[config.mk]
export PLATFORM = sky130hd
export DESIGN_NAME = cursor_line_edit_buffer
export DESIGN_NICKNAME = d
export VERILOG_FILES = /design/src/rtl/cleb_pkg.sv /design/src/rtl/cursor_line_edit_buffer.sv
export SDC_FILE = /design/constraint.sdc
export NUM_CORES = 1
export LEC_CHECK = 0
export ABC_AREA = 1
export BUFFER_PORTS_ARGS = -buffer_cell sky130_fd_sc_hd__buf_4
export CAP_MARGIN = 20
export CORE_MARGIN = 4
export CORE_UTILIZATION = 59
export CTS_BUF_LIST = sky130_fd_sc_hd__clkbuf_4 sky130_fd_sc_hd__clkbuf_8
export DETAILED_ROUTE_END_ITERATION = 12
export PLACE_DENSITY = 0.78
export SLEW_MARGIN = 20
export SYNTH_ARGS = -nofsm -noshare
export SYNTH_HDL_FRONTEND = slang
export SYNTH_SLANG_ARGS = --single-unit
[constraint.sdc]
create_clock -name clk -period 4.39 [get_ports clk]
set_clock_uncertainty 0.15 [all_clocks]
set_input_delay 0.878 -clock clk [delete_from_list [all_inputs] [get_ports clk]]
set_output_delay 0.878 -clock clk [all_outputs]
set_load 0.05 [all_outputs]
[src/rtl/cleb_pkg.sv]
// Shared definitions for the cursor line edit buffer: default depth,
// command codes and sequencer states. No dependencies.
`timescale 1ns / 1ps

package cleb_pkg;

    // Default number of character positions in the line.
    localparam int LEN_DEFAULT = 64;

    typedef enum logic [2:0]
    {
        CMD_INSERT    = 3'd0,
        CMD_MOVE      = 3'd1,
        CMD_BACKSPACE = 3'd2,
        CMD_DELETE    = 3'd3,
        CMD_PRINT     = 3'd4
    } cmd_t;

    typedef enum logic [3:0]
    {
        ST_IDLE,
        ST_EXEC,
        ST_SHR_RD,
        ST_SHR_WR,
        ST_PUT,
        ST_SHL_RD,
        ST_SHL_WR,
        ST_PR_RD,
        ST_PR_OUT
    } state_t;

endpackage

[src/rtl/cursor_line_edit_buffer.sv]
// Cursor line edit buffer: character store, length, cursor and the
// sequencer that edits and prints the line. Depends on cleb_pkg.
`timescale 1ns / 1ps

// How the block is used.
// An item (command, char_in, offset) is taken at a rising edge at which
// start is high and busy is low; busy then stays high until the command
// has finished, and no further item is taken meanwhile.
// Only print gives results: one char_out per stored character, in order
// from the start of the line, each on the ports for exactly one cycle
// while result_strobe is high, with last_char set on the final one. An
// empty line prints nothing. The receiver cannot stall, so results are
// simply presented once and never held.
// Every command passes through the execute state. Move, ignored edits
// and unused codes then return to idle. Insert first moves the tail
// right, a read state and a write state per character from the cursor
// on, and then writes the new character in the put state. Backspace and
// delete move each character after the removed one left, again by a read
// state and a write state. Print takes a read state and an output state
// per character. The character memory has one write and one read port,
// and all index steps and the cursor move go through one shared adder.
// Reset clears length, cursor and the sequencer; the character memory is
// not cleared, since only written positions are read.
module cursor_line_edit_buffer
#(
    parameter int LEN = cleb_pkg::LEN_DEFAULT
)
(
    input  logic              clk,
    input  logic              rst_n,
    input  logic              start,
    output logic              busy,
    input  logic [2:0]        command,
    input  logic [7:0]        char_in,
    input  logic signed [7:0] offset,
    output logic              result_strobe,
    output logic [7:0]        char_out,
    output logic              last_char
);

    // Position width holds 0..LEN, address width indexes 0..LEN-1.
    localparam int PW = $clog2(LEN + 1);
    localparam int AW = (LEN > 1) ? $clog2(LEN) : 1;
    // The shared adder is wide enough for cursor plus a signed byte.
    localparam int SW = ((PW + 1 > 8) ? PW + 1 : 8) + 1;

    cleb_pkg::state_t state_reg, state_next;

    logic [2:0]        cmd_reg,    cmd_next;
    logic [7:0]        char_reg,   char_next;
    logic signed [7:0] offset_reg, offset_next;
    logic [PW-1:0]     len_reg,    len_next;
    logic [PW-1:0]     cursor_reg, cursor_next;
    logic [PW-1:0]     k_reg,      k_next;
    logic [AW-1:0]     wa_reg,     wa_next;

    // Character memory with one write and one registered read per cycle.
    logic [7:0]    mem [LEN];
    logic [7:0]    rd_data_reg;
    logic [AW-1:0] rd_addr;
    logic          mem_we;
    logic [AW-1:0] mem_wa;
    logic [7:0]    mem_wd;

    // Shared adder used for every index step and for the cursor move.
    logic signed [SW-1:0] alu_a, alu_b, alu_sum;
    logic signed [SW-1:0] len_ext;

    assign alu_sum = alu_a + alu_b;
    assign len_ext = signed'({{(SW - PW){1'b0}}, len_reg});

    always_ff @(posedge clk)
    begin
        if (mem_we)
        begin
            mem[mem_wa] <= mem_wd;
        end
        rd_data_reg <= mem[rd_addr];
    end

    always_ff @(posedge clk or negedge rst_n)
    begin
        if (!rst_n)
        begin
            state_reg  <= cleb_pkg::ST_IDLE;
            len_reg    <= '0;
            cursor_reg <= '0;
        end
        else
        begin
            state_reg  <= state_next;
            len_reg    <= len_next;
            cursor_reg <= cursor_next;
        end
    end

    always_ff @(posedge clk)
    begin
        cmd_reg    <= cmd_next;
        char_reg   <= char_next;
        offset_reg <= offset_next;
        k_reg      <= k_next;
        wa_reg     <= wa_next;
    end

    always_comb
    begin
        state_next    = state_reg;
        cmd_next      = cmd_reg;
        char_next     = char_reg;
        offset_next   = offset_reg;
        len_next      = len_reg;
        cursor_next   = cursor_reg;
        k_next        = k_reg;
        wa_next       = wa_reg;
        rd_addr       = k_reg[AW-1:0];
        mem_we        = 1'b0;
        mem_wa        = wa_reg;
        mem_wd        = rd_data_reg;
        alu_a         = signed'({{(SW - PW){1'b0}}, k_reg});
        alu_b         = signed'({{(SW - 1){1'b0}}, 1'b1});
        busy          = (state_reg != cleb_pkg::ST_IDLE);
        result_strobe = 1'b0;
        char_out      = rd_data_reg;
        last_char     = 1'b0;

        unique case (state_reg)
            cleb_pkg::ST_IDLE:
            begin
                if (start)
                begin
                    cmd_next    = command;
                    char_next   = char_in;
                    offset_next = offset;
                    state_next  = cleb_pkg::ST_EXEC;
                end
            end

            cleb_pkg::ST_EXEC:
            begin
                alu_a      = signed'({{(SW - PW){1'b0}}, cursor_reg});
                state_next = cleb_pkg::ST_IDLE;
                unique case (cmd_reg)
                    cleb_pkg::CMD_INSERT:
                    begin
                        // A full line ignores the insert.
                        if (len_reg < PW'(LEN))
                        begin
                            k_next = len_reg;
                            if (len_reg > cursor_reg)
                            begin
                                state_next = cleb_pkg::ST_SHR_RD;
                            end
                            else
                            begin
                                state_next = cleb_pkg::ST_PUT;
                            end
                        end
                    end
                    cleb_pkg::CMD_MOVE:
                    begin
                        alu_b = signed'({{(SW - 8){offset_reg[7]}}, offset_reg});
                        if (alu_sum > len_ext)
                        begin
                            cursor_next = len_reg;
                        end
                        else if (alu_sum < 0)
                        begin
                            cursor_next = '0;
                        end
                        else
                        begin
                            cursor_next = alu_sum[PW-1:0];
                        end
                    end
                    cleb_pkg::CMD_BACKSPACE:
                    begin
                        alu_b = signed'({SW{1'b1}});
                        if (cursor_reg != '0)
                        begin
                            k_next      = alu_sum[PW-1:0];
                            cursor_next = alu_sum[PW-1:0];
                            state_next  = cleb_pkg::ST_SHL_RD;
                        end
                    end
                    cleb_pkg::CMD_DELETE:
                    begin
                        if (cursor_reg < len_reg)
                        begin
                            k_next     = cursor_reg;
                            state_next = cleb_pkg::ST_SHL_RD;
                        end
                    end
                    cleb_pkg::CMD_PRINT:
                    begin
                        k_next = '0;
                        if (len_reg != '0)
                        begin
                            state_next = cleb_pkg::ST_PR_RD;
                        end
                    end
                    default:
                    begin
                        state_next = cleb_pkg::ST_IDLE;
                    end
                endcase
            end

            // Open a gap at the cursor, moving the tail right one place,
            // from the end downwards.
            cleb_pkg::ST_SHR_RD:
            begin
                alu_b      = signed'({SW{1'b1}});
                rd_addr    = alu_sum[AW-1:0];
                wa_next    = k_reg[AW-1:0];
                k_next     = alu_sum[PW-1:0];
                state_next = cleb_pkg::ST_SHR_WR;
            end

            cleb_pkg::ST_SHR_WR:
            begin
                mem_we = 1'b1;
                if (k_reg > cursor_reg)
                begin
                    state_next = cleb_pkg::ST_SHR_RD;
                end
                else
                begin
                    state_next = cleb_pkg::ST_PUT;
                end
            end

            cleb_pkg::ST_PUT:
            begin
                mem_we      = 1'b1;
                mem_wa      = cursor_reg[AW-1:0];
                mem_wd      = char_reg;
                len_next    = len_reg + PW'(1);
                cursor_next = cursor_reg + PW'(1);
                state_next  = cleb_pkg::ST_IDLE;
            end

            // Close the gap at k, moving the tail left one place.
            cleb_pkg::ST_SHL_RD:
            begin
                if (alu_sum[PW-1:0] < len_reg)
                begin
                    rd_addr    = alu_sum[AW-1:0];
                    wa_next    = k_reg[AW-1:0];
                    k_next     = alu_sum[PW-1:0];
                    state_next = cleb_pkg::ST_SHL_WR;
                end
                else
                begin
                    len_next   = len_reg - PW'(1);
                    state_next = cleb_pkg::ST_IDLE;
                end
            end

            cleb_pkg::ST_SHL_WR:
            begin
                mem_we     = 1'b1;
                state_next = cleb_pkg::ST_SHL_RD;
            end

            cleb_pkg::ST_PR_RD:
            begin
                state_next = cleb_pkg::ST_PR_OUT;
            end

            cleb_pkg::ST_PR_OUT:
            begin
                result_strobe = 1'b1;
                last_char     = (alu_sum[PW-1:0] == len_reg);
                k_next        = alu_sum[PW-1:0];
                if (last_char)
                begin
                    state_next = cleb_pkg::ST_IDLE;
                end
                else
                begin
                    state_next = cleb_pkg::ST_PR_RD;
                end
            end

            default:
            begin
                state_next = cleb_pkg::ST_IDLE;
            end
        endcase
    end

endmodule
==> out/qor.yml <==
ys_top_cells_by_count: "569 x sky130_fd_sc_hd__inv_1, 544 x sky130_fd_sc_hd__edfxtp_1, 498 x sky130_fd_sc_hd__nand3_1"
post-route-drc-count: 0
ff2ff_setup_slack_ps: -440
floorplan.initialDensity_pct: 59.9
worst_hold_path_type: "in2reg"
yosysWarnings: 0
async_reset_ff_share_pct: 3.16
timing.final.crit_period_ps: 4850
globalplace.congestion: 0.933
outcome: "complete, but fails checks"
post_synth.cell_area_avg_sq_um: 9.86
cp_data_arrival_time_ps: 3820
cp_top_family: "simple AND/OR/NAND/NOR gates"
cp.required_ps: 3360
cts.clk_slew.worst_paths_ps: 60
num-nets-final: 3073
grt_pass1_wl_microns: 126000
crit_slowest_cell: "sky130_fd_sc_hd__edfxtp_1"
ant_nets: 0
floorplan.die_area_sq_um: 49800
port-buffer-count: 32
timing_max_transition_violations_final: 0
mappedNetlistNets: 2830
sequential_cell_area_sq_um: 16900
drt_first_iter_violations: 3123
area_growth_syn_to_fin_pct: 23.7
drive_gt1_share_pct: 22.4
tritoncts.num_buffers: 91
detail_route.first_pass.iterations: 6
timing.max_cap.violations: 0
num-fill-cells: 2931
tritoncts_clock_tree: "yes"
edff_count_synth: 544
overflow: 0
number_of_antenna_violations_at_the_first_check_in_global_routing: 0
synth_top_area_share_pct: 59.8
critPathMostFrequentCell: "sky130_fd_sc_hd__nor2_4"
synth_cell_type_count: 47
max-clock-path-buffers: 3
worst_slew_pin_slew_ps: 1090
largest_reg_flops: 512
synth_most_common_cell: "sky130_fd_sc_hd__inv_1"
pin_count_of_the_biggest_net_entering_global_routing: 217
die_x_microns: 223
post-place-ws_ps: -633
design.portCount: 33
timing_worst_setup_path_type: "reg2out"
n_antenna_cell: 0
timing.final.hold_violations: 0
timing.critical_path.slowest_cell_delay_ps: 450
vias_in_the_first_global_route: 22300
gr_util_all_layers_pct: 32.4
startpoint_type: "register"
failed_checks: "negative setup slack"
p_per_area_nw_per_um2: 873
area_used_by_multi_input_combinational_logic_sq_um: 8560
netlist_area_sq_um: 27300
final_worst_slack_ps: -457
fraction_of_the_yosys_area_taken_by_sequential_cells_pct: 62.0
grt_setup_unrepaired: "true"
ctsRootBufferMaster: "sky130_fd_sc_hd__clkbuf_8"
netlist_instances: 2772
slew-limit-headroom_pct: 27.3
setup_viol_count_final: 9
clock_sink_count: 570
top_register: "mem"
clock_latency_ps: 700
cts.htree.levels: 3
worstPathMaxFanout: 3
p_leak_nw: 14.6
timing.critical_path.buf_inv: 8
floorplan.core_area_sq_um: 45600
crit_chain: "nor2_1 -> inv_1 -> nor2_4 -> nor2_4 -> a21oi_2 -> inv_1 -> fa_2 -> nor2_4 -> nor2_2 -> o21ai_1 -> inv_1 -> nor2_2 -> inv_2 -> nand2_2 -> inv_2 -> ha_4 -> nand2_4 -> inv_4 -> nand2_2 -> nor2_4 -> inv_2 -> nor2_4 -> buf_8"
fp-row-count: 78
overall_power_of_the_completed_layout_w: 0.0295
post-synth-top-area-cell: "sky130_fd_sc_hd__edfxtp_1"
dpl.hpwl_microns: 49000
synth_seq_cells: 570
post-route-period-util_pct: 110
max-vdd-ir-drop_v: 0.000568
critPathCaptureType: "output pin"
timing.fmax_mhz: 206
die-height_microns: 223
ys_top_cells_by_area: "sky130_fd_sc_hd__edfxtp_1 60%, sky130_fd_sc_hd__nand3_1 9.1%, sky130_fd_sc_hd__inv_1 7.8%"
dominantRegCellSynth: "sky130_fd_sc_hd__edfxtp_1"
routed_wirelength_microns: 83000
routed_wire_length_per_instance_microns: 22.5
route.vias.total: 22600
avgViaCountPerCell: 6.14
final_util_pct: 74.1
==> layout make-up <==
class / instances / area share [%]
sequential: 570 / 50.2
multi-input combinational: 1462 / 25.3
timing repair buffer: 316 / 10.4
inverter: 574 / 6.42
clock buffer: 118 / 4.40
tap: 600 / 2.22
clock inverter: 48 / 1.04
==> where the power goes <==
group | leakage, nW | internal [W] | switching [W]
clock | 0.972 | 0.00251 | 0.00215
combinational | 8.40 | 0.00653 | 0.0109
sequential | 5.20 | 0.00719 | 0.000228
==> layer usage <==
metal / wire, microns / global-route usage, %
met1: 30100 / 43.4
met2: 39000 / 51.2
met3: 10100 / 6.80
met4: 3810 / 15.2
met5: 0 / 0
==> cells in the final DEF, fill, tap and decap left out, types with 9 or more instances in the layout <==
master / count
sky130_fd_sc_hd__o21ai_1: 15
sky130_fd_sc_hd__clkbuf_4: 22
sky130_fd_sc_hd__nand3_1: 372
sky130_fd_sc_hd__ha_1: 29
sky130_fd_sc_hd__inv_1: 559
sky130_fd_sc_hd__nand2_2: 35
sky130_fd_sc_hd__nand2_4: 10
sky130_fd_sc_hd__dfrtp_1: 17
sky130_fd_sc_hd__buf_6: 26
sky130_fd_sc_hd__clkbuf_8: 96
sky130_fd_sc_hd__nand4_1: 253
sky130_fd_sc_hd__a21oi_1: 32
sky130_fd_sc_hd__buf_16: 20
sky130_fd_sc_hd__nand3_2: 119
sky130_fd_sc_hd__nor2_1: 92
sky130_fd_sc_hd__clkinv_1: 26
sky130_fd_sc_hd__buf_8: 9
sky130_fd_sc_hd__inv_2: 11
sky130_fd_sc_hd__buf_4: 218
sky130_fd_sc_hd__clkinv_2: 15
sky130_fd_sc_hd__nand2_1: 355
sky130_fd_sc_hd__o21ai_0: 44
sky130_fd_sc_hd__nand3_4: 9
sky130_fd_sc_hd__edfxtp_1: 544
sky130_fd_sc_hd__buf_12: 37
==> timing repair <==
item                                    CTS  global route
cloned                                   17             1
hold buffers                              1             0
endpoints found under the hold margin    18             0
buffers inserted                         45            11
endpoints found under the setup margin   12            16
pin swaps                                90            28
gates resized for setup                 263            47
==> metrics by stage <==
stage               area (sq um)  TNS (ps)  std cells  hold WS, ps
floorplan                  27400         0       2772          328
global placement           29700     -4180       3446          395
global route               33800     -4790       3688          213
finish                     33800     -3430       3688          229
detailed placement         29700     -4790       3446          391
CTS                        33400     -2250       3675          190
==> kinds of logic (layout without fill, tap and decap cells) <==
kind of cell	count (synthesis)	in the layout	synth area share, %
AO/OA/AOI/OAI	131	131	2.72
XOR/XNOR	11	11	0.353
adder cells (fa/ha/maj)	36	36	1.70
buffers and inverters	740	1056	10.6
flip-flops	570	570	62.0
AND/OR/NAND/NOR	1284	1284	22.6
==> path summary, 6_finish.rpt <==
check | startpoint | endpoint | cells past startpoint
max in group asynchronous | rst_n | state_reg[1] | 2
worst max register to register | cmd_reg[2] | char_out[3] | 33
worst min register to register | len_reg[0] | len_reg[0] | 1
min in group asynchronous | rst_n | state_reg[3] | 2
worst min-delay path | char_in[0] | char_reg[0] | 1
worst max-delay path | cmd_reg[2] | last_char | 23
==> worst register-to-register path: cells and delay by family (launching register included) <==
family          cells  cell delay (ps)
compound gates      3              510
buf+inv            10             1090
simple gates       18             1940
fa+ha+maj           2              670
flops               1              450
(Power assumes the default switching activity.)
